===== config.mk =====
export PLATFORM = sky130hd
export DESIGN_NAME = substring_find_prefix_suffix
export DESIGN_NICKNAME = d
export VERILOG_FILES = /design/src/hw/rtl/sfps_pkg.sv /design/src/hw/rtl/sfps_fifo.sv /design/src/hw/rtl/sfps_front.sv /design/src/hw/rtl/sfps_back.sv /design/src/hw/rtl/substring_find_prefix_suffix.sv
export SDC_FILE = /design/constraint.sdc
export NUM_CORES = 1
export LEC_CHECK = 0
export BUFFER_PORTS_ARGS = -buffer_cell sky130_fd_sc_hd__buf_2
export CORE_ASPECT_RATIO = 0.9
export CORE_MARGIN = 1.5
export CORE_UTILIZATION = 56
export DETAILED_ROUTE_END_ITERATION = 8
export PLACE_DENSITY_LB_ADDON = 0.2
export SLEW_MARGIN = 20
export SYNTH_ARGS = -nofsm -noshare
export SYNTH_HDL_FRONTEND = slang
export SYNTH_HIERARCHICAL = 1
export SYNTH_SLANG_ARGS = --single-unit

===== constraint.sdc =====
create_clock -name clk -period 5.3 [get_ports clk]
set_clock_uncertainty 0.1 [all_clocks]
set_input_delay 1.06 -clock clk [delete_from_list [all_inputs] [get_ports clk]]
set_output_delay 1.06 -clock clk [all_outputs]
set_load 0.02 [all_outputs]

===== src/hw/rtl/sfps_pkg.sv =====
`timescale 1ns / 1ps
`default_nettype none

package sfps_pkg;

  // width of the result index port, fixed by the interface
  localparam int OUT_INDEX_W = 16;

  // width of the pattern length register
  localparam int LEN_W = 4;

  // width of the packed pattern register
  localparam int PATTERN_W = 64;

  // configuration register indexes
  typedef enum logic [0:0] {
    REG_PATTERN_BYTES  = 1'b0,
    REG_PATTERN_LENGTH = 1'b1
  } reg_index_t;

  // classified text item passed from front to back
  typedef struct packed {
    logic [7:0] text_byte;
    logic       present;
    logic       last;
  } text_op_t;

  // one search result
  typedef struct packed {
    logic                   found;
    logic [OUT_INDEX_W-1:0] first_index;
    logic                   starts;
    logic                   ends;
    logic                   overflow;
  } search_result_t;

endpackage

`default_nettype wire


===== src/hw/rtl/sfps_fifo.sv =====
`timescale 1ns / 1ps
`default_nettype none

module sfps_fifo #(
  parameter int WIDTH = 8,
  parameter int DEPTH = 2
) (
  input  wire logic             clk,
  input  wire logic             rst,
  input  wire logic             wr_en,
  input  wire logic [WIDTH-1:0] wr_data,
  output logic                  full,
  input  wire logic             rd_en,
  output logic      [WIDTH-1:0] rd_data,
  output logic                  empty
);

  localparam int ADDR_W  = (DEPTH > 1) ? $clog2(DEPTH) : 1;
  localparam int COUNT_W = $clog2(DEPTH + 1);

  logic [WIDTH-1:0]   mem [DEPTH];
  logic [ADDR_W-1:0]  wr_ptr;
  logic [ADDR_W-1:0]  rd_ptr;
  logic [COUNT_W-1:0] count;
  logic               do_wr;
  logic               do_rd;

  assign full    = (count == COUNT_W'(DEPTH));
  assign empty   = (count == '0);
  assign do_wr   = wr_en && !full;
  assign do_rd   = rd_en && !empty;
  assign rd_data = mem[rd_ptr];

  always_ff @(posedge clk) begin
    if (do_wr) begin
      mem[wr_ptr] <= wr_data;
    end
  end

  always_ff @(posedge clk) begin
    if (rst) begin
      wr_ptr <= '0;
      rd_ptr <= '0;
      count  <= '0;
    end else begin
      if (do_wr) begin
        wr_ptr <= (wr_ptr == ADDR_W'(DEPTH - 1)) ? '0 : wr_ptr + 1'b1;
      end
      if (do_rd) begin
        rd_ptr <= (rd_ptr == ADDR_W'(DEPTH - 1)) ? '0 : rd_ptr + 1'b1;
      end
      if (do_wr && !do_rd) begin
        count <= count + 1'b1;
      end else if (do_rd && !do_wr) begin
        count <= count - 1'b1;
      end
    end
  end

endmodule

`default_nettype wire


===== src/hw/rtl/sfps_front.sv =====
`timescale 1ns / 1ps
`default_nettype none

module sfps_front (
  input  wire logic              clk,
  input  wire logic              rst,
  input  wire logic              push,
  output logic                   full,
  input  wire logic [7:0]        text_byte,
  input  wire logic              byte_present,
  input  wire logic              last_byte,
  output logic                   op_valid,
  output sfps_pkg::text_op_t     op,
  input  wire logic              op_ready
);

  sfps_pkg::text_op_t in_op;
  logic               keep;
  logic               op_empty;

  // items with neither a byte nor an end mark have no effect: dropped here
  assign in_op.text_byte = text_byte;
  assign in_op.present   = byte_present;
  assign in_op.last      = last_byte;
  assign keep            = push && (byte_present || last_byte);

  sfps_fifo #(
    .WIDTH($bits(sfps_pkg::text_op_t)),
    .DEPTH(2)
  ) u_op_queue (
    .clk    (clk),
    .rst    (rst),
    .wr_en  (keep),
    .wr_data(in_op),
    .full   (full),
    .rd_en  (op_ready),
    .rd_data(op),
    .empty  (op_empty)
  );

  assign op_valid = !op_empty;

endmodule

`default_nettype wire


===== src/hw/rtl/sfps_back.sv =====
`timescale 1ns / 1ps
`default_nettype none

module sfps_back #(
  parameter int MAX_PATTERN = 8,
  parameter int INDEX_BITS  = 16
) (
  input  wire logic                                  clk,
  input  wire logic                                  rst,
  input  wire logic [sfps_pkg::PATTERN_W-1:0]        pattern_bytes,
  input  wire logic [sfps_pkg::LEN_W-1:0]            pattern_length,
  input  wire logic                                  op_valid,
  input  wire sfps_pkg::text_op_t                    op,
  output logic                                       op_ready,
  output logic                                       empty,
  input  wire logic                                  pop,
  output sfps_pkg::search_result_t                   result
);

  localparam int WIN_W = 8 * MAX_PATTERN;
  localparam logic [INDEX_BITS-1:0] COUNT_MAX = '1;

  logic [WIN_W-1:0]                window;
  logic [INDEX_BITS-1:0]           byte_count;
  logic [INDEX_BITS-1:0]           match_index;
  logic                            match_seen;
  logic                            prefix_matched;
  logic                            count_overflowed;

  logic [WIN_W-1:0]                window_next;
  logic [INDEX_BITS-1:0]           byte_count_next;
  logic [INDEX_BITS-1:0]           match_index_next;
  logic                            match_seen_next;
  logic                            prefix_matched_next;
  logic                            count_overflowed_next;

  logic [sfps_pkg::LEN_W-1:0]      eff_len;
  logic [INDEX_BITS-1:0]           len_wide;
  logic                            saturated;
  logic                            win_match;
  logic                            hit;
  logic                            res_full;
  logic                            fire;
  logic                            emit;
  logic [sfps_pkg::OUT_INDEX_W-1:0] index_out;
  sfps_pkg::search_result_t        res_in;

  assign eff_len  = (pattern_length > sfps_pkg::LEN_W'(MAX_PATTERN))
                    ? sfps_pkg::LEN_W'(MAX_PATTERN) : pattern_length;
  assign len_wide = INDEX_BITS'(eff_len);

  assign op_ready = op_valid && !(op.last && res_full);
  assign fire     = op_ready;
  assign emit     = fire && op.last;

  always_comb begin
    window_next           = window;
    byte_count_next       = byte_count;
    match_index_next      = match_index;
    match_seen_next       = match_seen;
    prefix_matched_next   = prefix_matched;
    count_overflowed_next = count_overflowed;
    saturated             = (byte_count == COUNT_MAX);
    if (op.present) begin
      window_next = (window << 8) | WIN_W'(op.text_byte);
      if (saturated) begin
        count_overflowed_next = 1'b1;
      end else begin
        byte_count_next = byte_count + 1'b1;
      end
    end
    // oldest of the last len bytes lines up with pattern byte zero
    win_match = 1'b1;
    for (int i = 0; i < MAX_PATTERN; i++) begin
      if (i < int'(eff_len)) begin
        if (window_next[8*(int'(eff_len)-1-i) +: 8] != pattern_bytes[8*i +: 8]) begin
          win_match = 1'b0;
        end
      end
    end
    hit = (eff_len != '0) && (byte_count_next >= len_wide) && win_match;
    if (op.present && hit) begin
      if (!match_seen) begin
        match_seen_next  = 1'b1;
        match_index_next = saturated ? COUNT_MAX : byte_count_next - len_wide;
      end
      if (!saturated && (byte_count_next == len_wide)) begin
        prefix_matched_next = 1'b1;
      end
    end
  end

  if (INDEX_BITS > sfps_pkg::OUT_INDEX_W) begin : g_idx_sat
    assign index_out = (|match_index_next[INDEX_BITS-1:sfps_pkg::OUT_INDEX_W])
                       ? '1 : match_index_next[sfps_pkg::OUT_INDEX_W-1:0];
  end else begin : g_idx_ext
    assign index_out = sfps_pkg::OUT_INDEX_W'(match_index_next);
  end

  always_comb begin
    res_in.overflow = count_overflowed_next;
    if (eff_len == '0) begin
      res_in.found       = 1'b1;
      res_in.first_index = '0;
      res_in.starts      = 1'b1;
      res_in.ends        = 1'b1;
    end else begin
      res_in.found       = match_seen_next;
      res_in.first_index = match_seen_next ? index_out : '0;
      res_in.starts      = prefix_matched_next;
      res_in.ends        = hit;
    end
  end

  always_ff @(posedge clk) begin
    if (fire) begin
      window      <= window_next;
      match_index <= match_index_next;
    end
  end

  always_ff @(posedge clk) begin
    if (rst) begin
      byte_count       <= '0;
      match_seen       <= 1'b0;
      prefix_matched   <= 1'b0;
      count_overflowed <= 1'b0;
    end else if (emit) begin
      byte_count       <= '0;
      match_seen       <= 1'b0;
      prefix_matched   <= 1'b0;
      count_overflowed <= 1'b0;
    end else if (fire) begin
      byte_count       <= byte_count_next;
      match_seen       <= match_seen_next;
      prefix_matched   <= prefix_matched_next;
      count_overflowed <= count_overflowed_next;
    end
  end

  sfps_fifo #(
    .WIDTH($bits(sfps_pkg::search_result_t)),
    .DEPTH(2)
  ) u_result_queue (
    .clk    (clk),
    .rst    (rst),
    .wr_en  (emit),
    .wr_data(res_in),
    .full   (res_full),
    .rd_en  (pop),
    .rd_data(result),
    .empty  (empty)
  );

endmodule

`default_nettype wire


===== src/hw/rtl/substring_find_prefix_suffix.sv =====
`timescale 1ns / 1ps
`default_nettype none

// streaming substring search: text bytes enter one per transaction on the push side and
// slide through a window of the last MAX_PATTERN bytes, which is compared in parallel
// against the pattern in pattern_bytes (first byte in the low byte) of pattern_length
// bytes (lengths above MAX_PATTERN are clipped). a transaction with last_byte set closes
// the text and yields one result: found, first_index of the first occurrence (0 if none,
// saturating at 65535), starts_with_pattern, ends_with_pattern and length_overflow, the
// latter set once the byte counter of INDEX_BITS bits has saturated. an empty pattern
// reports found at index 0 with both flags set. byte_present low with last_byte low is
// a no-op; with last_byte high it closes the text without adding a byte. throughput is
// one text byte per clock while the result queue has room; the window compare in the
// back end is combinational. a closing transaction waits in the back end while the
// result queue is full, and its result enters that queue when it is accepted. the
// pattern may only be written while no text is in flight.

module substring_find_prefix_suffix #(
  parameter int MAX_PATTERN = 8,
  parameter int INDEX_BITS  = 16
) (
  input  wire logic                               clk,
  input  wire logic                               rst,
  // text input queue
  input  wire logic                               push,
  output logic                                    full,
  input  wire logic [7:0]                         text_byte,
  input  wire logic                               byte_present,
  input  wire logic                               last_byte,
  // result queue
  output logic                                    empty,
  input  wire logic                               pop,
  output logic                                    found,
  output logic [sfps_pkg::OUT_INDEX_W-1:0]        first_index,
  output logic                                    starts_with_pattern,
  output logic                                    ends_with_pattern,
  output logic                                    length_overflow,
  // configuration write channel
  input  wire logic                               cfg_valid,
  output logic                                    cfg_ready,
  input  wire logic [0:0]                         cfg_index,
  input  wire logic [sfps_pkg::PATTERN_W-1:0]     cfg_data
);

  logic [sfps_pkg::PATTERN_W-1:0] pattern_bytes;
  logic [sfps_pkg::LEN_W-1:0]     pattern_length;

  logic                           op_valid;
  logic                           op_ready;
  sfps_pkg::text_op_t             op;
  sfps_pkg::search_result_t       result;

  // registers are always writable
  assign cfg_ready = 1'b1;

  always_ff @(posedge clk) begin
    if (rst) begin
      pattern_bytes  <= '0;
      pattern_length <= '0;
    end else if (cfg_valid && cfg_ready) begin
      unique case (sfps_pkg::reg_index_t'(cfg_index))
        sfps_pkg::REG_PATTERN_BYTES:  pattern_bytes  <= cfg_data;
        sfps_pkg::REG_PATTERN_LENGTH: pattern_length <= cfg_data[sfps_pkg::LEN_W-1:0];
        default: ;
      endcase
    end
  end

  // front end: takes transactions, drops no-op items, queues the rest
  sfps_front u_front (
    .clk         (clk),
    .rst         (rst),
    .push        (push),
    .full        (full),
    .text_byte   (text_byte),
    .byte_present(byte_present),
    .last_byte   (last_byte),
    .op_valid    (op_valid),
    .op          (op),
    .op_ready    (op_ready)
  );

  // back end: window, counters and result queue
  sfps_back #(
    .MAX_PATTERN(MAX_PATTERN),
    .INDEX_BITS (INDEX_BITS)
  ) u_back (
    .clk           (clk),
    .rst           (rst),
    .pattern_bytes (pattern_bytes),
    .pattern_length(pattern_length),
    .op_valid      (op_valid),
    .op            (op),
    .op_ready      (op_ready),
    .empty         (empty),
    .pop           (pop),
    .result        (result)
  );

  assign found               = result.found;
  assign first_index         = result.first_index;
  assign starts_with_pattern = result.starts;
  assign ends_with_pattern   = result.ends;
  assign length_overflow     = result.overflow;

  // back end never consumes an op the front has not queued
  a_op_handoff: assert property (@(posedge clk) disable iff (rst)
    op_ready |-> op_valid)
    else $error("back end consumed from an empty op queue");

  // a miss always reports index zero
  a_miss_index: assert property (@(posedge clk) disable iff (rst)
    (!empty && !found) |-> (first_index == '0))
    else $error("nonzero index on a miss");

  // prefix or suffix hit implies the pattern was found
  a_flags_imply_found: assert property (@(posedge clk) disable iff (rst)
    (!empty && (starts_with_pattern || ends_with_pattern)) |-> found)
    else $error("prefix or suffix flag without found");

endmodule

`default_nettype wire


# After elaboration in Yosys (flattened, before gate mapping)
# Memory sizes are Yosys's and may differ from the RTL's. A register that Yosys moved wholly into a read port is not among the register bits.
# Cells that the tools add are included.
# word_totals
register_bits	175
mem_bits_rw	60
input_bits	80
output_inout_bits	23
word_cells	148
memories	2
# mem_list
memory	words	width	rd	rd_clocked_by_memory_dff	write_ports	line	source
u_back.u_result_queue.mem	2	20	1	1	1	sfps_fifo.sv:21	logic [WIDTH-1:0] mem [DEPTH];
u_front.u_op_queue.mem	2	10	1	1	1	sfps_fifo.sv:21	
# classes
addsub	18
order_cmp	10
n_eq_ne	12
n_shift	8
mux	46
bitwise_logic	2
reduce_logical	36
# op_table
cell	count
$shiftx 64x32->8	8
$sub 29x4->29 const B	4
$mux 16	6
$mux 64	1
$ne 8x8->1	8
$or 64x8->64	1
$sub 29x3->29 const B	2
$mux 1	33
$sub 29x2->29 const B	1
$mux 19	1
$add 16x1->16 const B	1
$eq 16x16->1 const B	1
$eq 16x4->1	1
$ge 16x4->1	1
$logic_and 1x1->1	16
$lt 3x4->1 const A	4
$sub 16x4->16	1
$logic_not 1->1	10
$lt 1x4->1 const A	2
$lt 2x4->1 const A	2
$mux 2	4
$sub 4x1->5 const B	1
$add 1x1->1 const B	4
$add 2x1->2 const B	2
other kinds (12)	17

# Longest topological paths before layout
# depth
ltp_word	26
ltp_mapped	25
mapped_depth_nobuf	20

# Hierarchy
# The synthesis kept the hierarchy.
# modules_own_cells
mod	n_inst	cells_each	area_per_inst_um2
sfps_back	1	1237	10659.0
substring_find_prefix_suffix	1	305	3378.2
sfps_fifo at u_back.u_result_queue	1	87	1654.1
sfps_fifo at u_front.u_op_queue	1	56	935.9
sfps_front	1	2	11.3

# Least setup slack after synthesis
# OpenSTA, ideal clock, no wires.
# synth_path
path_kind	register -> register
start	reg pattern_length[0] (netlist name)
end	mem u_back/u_result_queue/mem[0][12] (netlist name) (data pin)
arrival_ns	5.402
t_required_ns	4.943
path_slack_ns	-0.459
path_stages_with_launch	24
n_path_buf	7
period_less_slack_ns	5.759
path_cell_list	dfxtp_1 -> buf_6 -> and2b_4 -> inv_2 -> buf_4 -> buf_2 -> ha_1 -> ha_1 -> buf_2 -> inv_1 -> clkbuf_1 -> ha_1 -> clkbuf_1 -> inv_1 -> mux4_2 -> or4_1 -> o211ai_1 -> a21oi_1 -> o31ai_1 -> and4b_2 -> nand3b_4 -> buf_6 -> mux2_4 -> nor2b_1
# synth_rtl
item	line	source
from (decl)	substring_find_prefix_suffix.sv:46	logic [sfps_pkg::LEN_W-1:0] pattern_length;
from (signal assigned)	substring_find_prefix_suffix.sv:63	sfps_pkg::REG_PATTERN_LENGTH: pattern_length <= cfg_data[sfps_pkg::LEN_W-1:0];
to (decl)	sfps_fifo.sv:21	

==> flow_summary.toml <==
[floorplan]
coreArea_um2 = 29100
ios = 103
die_w_um = 185
die_y_um = 167
initial_utilization_pct = 57.2
die_area_um2 = 30800
row_count = 59

[placed_design]
port_buffers = 101
placed_cells = 2138
place_congestion = 1.02
dp_slack_ns = 0.278
dp_hpwl_um = 37300
placed_area_um2 = 17500

[grt]
grtUsageTotal_pct = 32.4
grt_max_degree = 144
grt_pass1_vias = 13200
grt-ovfl-total = 0
antenna_found_initial = 0
grt_first_pass_wirelength_um = 77000

[routing]
dr.pass1.iters = 6
drc = 0
vias_per_cell = 6.44
wl_per_cell_um = 23.1
vias = 14100
drt_wl_total_um = 50400
ant_nets = 0
drt_first_iter_violations = 1626

[critical_path]
slowest_stage = "nor3_1"
worstSetupPathType = "reg -> reg"
crit_chain = "and2b_4 > inv_2 > buf_4 > buf_4 > a21oi_1 > nor3_1 > nor3_1 > o41a_1 > o22ai_1 > nand3_1 > o32a_1 > and4b_2 > nand3b_4 > mux2_4 > nor2b_1"
max_stage_delay_ns = 0.58
cp-start-kind = "register"
arrival_ns = 5.29
required_ns = 5.49
crit_fanout = 31
endpoint_kind = "register"
reg2regPathDepth = 15

[cells_and_area]
nNetsFinal = 1871
diodes = 0
finalInstanceArea_um2 = 18400
stdcell_count = 2187
area_growth_pct = 10.7
drive_gt1_share_pct = 22.7

[clock_tree]
cts_hold_buf = 0
cts_buffers = 26
clk_latency_ns = 0.55
htree_levels = 1
clk_pin_slew_ns = 0.06
cts_tree = "yes"
cts_root_buf = "clkbuf_16"
cts_sinks = 237
cts_buffer_depth = 3

[yosys]
syn-instance-count = 1687
synthXorXnorAreaFrac_pct = 3.21
synth_cell_type_count = 98
synth-simple-area-share_pct = 22.9
synth_edf_count = 140
syn_avg_cell_area_um2 = 9.86
synthMuxAreaShare_pct = 14.2
synth_area_um2 = 16600
ys.flop_type = "edfxtp_1"
yosysWarnings = 7
yosysSeqAreaShare_pct = 36.9
synth_compound_area_share_pct = 15.6
synth_top_family_by_area = "simple AND/OR/NAND/NOR gates"
synthAdderAreaFrac_pct = 1.55
ys_ff_latch = 237
synth_nets = 1787
synthArstFlopShare_pct = 0

[sta]
fin_crit_ns = 5.10
slew-limit-headroom_pct = 34.8
max_slew.worst_pin.slew_ns = 0.978
clock.fmax_mhz = 196
hold_viol = 0
finalSetupViolCount = 0
rsz0062_at_grt = "no"
finalCritPeriodShare_pct = 96.3
slew_viol_final = 0
setup_slack_ns = 0.195
tns_ns = 0

[power]
power.density_nw_per_um2 = 529
p_leak_uw = 0.00692
power_uw = 9750
ir_worst_vdd_mv = 0.314

[run]
cap_viol_max_count = 0

[outcome]
status = "finished, final reports clean"

[worst_hold_path]
whs_path_depth = 2
hp-class = "reg -> reg"
==> cell type report <==
cell class / instances / area (um^2)
fillers: 2460 / 10700
multi-input cells: 1290 / 9600
clock inverters: 12 / 130
clock buffers: 36 / 771
well taps: 396 / 495
inverters: 56 / 214
repair buffers: 160 / 1060
flip-flops and latches: 237 / 6150
==> synthesized netlist by cell type, drive strengths merged, types with 23 or more instances <==
cell	number	area [um^2]
o21ai	112	786
mux2	74	863
mux2i	96	965
nand3	32	160
nor2	89	334
xnor2	29	254
nand4bb	60	676
inv	56	213
nor2b	23	156
xor2	32	280
nand2	127	479
nor3	64	320
nor4	23	150
mux4	24	541
clkbuf	30	113
buf	74	589
dfxtp	97	1940
nand2b	122	763
edfxtp	140	4200
a21oi	93	465
==> power breakdown <==
group	total, uW	switching (uW)	internal (uW)
Clock	1880	763	1120
Combinational	4660	2850	1820
Sequential	3200	498	2710
Total	9750	4110	5640
==> kinds of logic (layout without fill, tap and decap cells) <==
family | Yosys count | after routing
flip-flops | 237 | 237
XOR/XNOR | 61 | 61
other | 1 | 1
AND/OR/NAND/NOR | 643 | 643
multiplexers | 194 | 194
buffers and inverters | 160 | 264
adder cells (fa/ha/maj) | 20 | 20
AO/OA/AOI/OAI | 371 | 371
==> cells in the final DEF, fill, tap and decap left out, types with 64 or more instances in the layout <==
cell        n
nand2_1   126
nor2_1     89
buf_2     100
nor3_1     64
edfxtp_1  140
a21oi_1    92
mux2i_1    95
dfxtp_1    97
nand2b_1  122
mux2_2     64
==> per-layer routing <==
layer  global-route usage [%]  wire [um]  vias to the layer above
li1                         -          -                     6504
met1                     48.3      22700                     6805
met2                     48.6      21600                      700
met3                     5.36       4580                       86
met4                     8.98       1570                        0
met5                        0          0                        -
==> critical path: cells and delay by family (launching register included) <==
kind | cells | cell delay (ns)
simple gates | 7 | 1.84
compound gates | 4 | 1.27
buf+inv | 3 | 0.87
flops | 1 | 0.37
mux | 1 | 0.37
==> state kept, by name, indices dropped and copies added (netlist names), named ones only <==
signal and count:
pattern_bytes 64, u_back/window 64, u_back/u_result_queue/mem 40, u_front/u_op_queue/mem 20
u_back/byte_count 16, u_back/match_index 16, pattern_length 4, u_back/u_result_queue/count 2
u_front/u_op_queue/count 2, u_back/count_overflowed 1, u_back/match_seen 1, u_back/prefix_matched 1
u_back/u_result_queue/rd_ptr 1, u_back/u_result_queue/wr_ptr 1, u_front/u_op_queue/rd_ptr 1, u_front/u_op_queue/wr_ptr 1
==> path summary, 6_finish.rpt <==
path | from | slack (ns) | end
hold / removal | u_back/count_overflowed | 0.36 | u_back/count_overflowed
hold reg to reg | u_back/count_overflowed | 0.36 | u_back/count_overflowed
setup / recovery | pattern_length[3] | 0.20 | u_back/u_result_queue/mem[1][16]
setup reg to reg | pattern_length[3] | 0.20 | u_back/u_result_queue/mem[1][16]
==> repair_timing <==
action                                  in CTS  in global routing
endpoints found under the setup margin       0                 13
buffers inserted                             0                  0
gates resized for setup                      0                  2
==> stage by stage <==
step	hold WS [ns]	util [%]
6_report	0.358	63.3
5_1_grt	0.412	63.3
4_1_cts	0.364	63.2
3_5_place_dp	0.349	60.1
3_3_place_gp	0.339	60.1
2_1_floorplan	0.329	-
(Power assumes the default switching activity.)
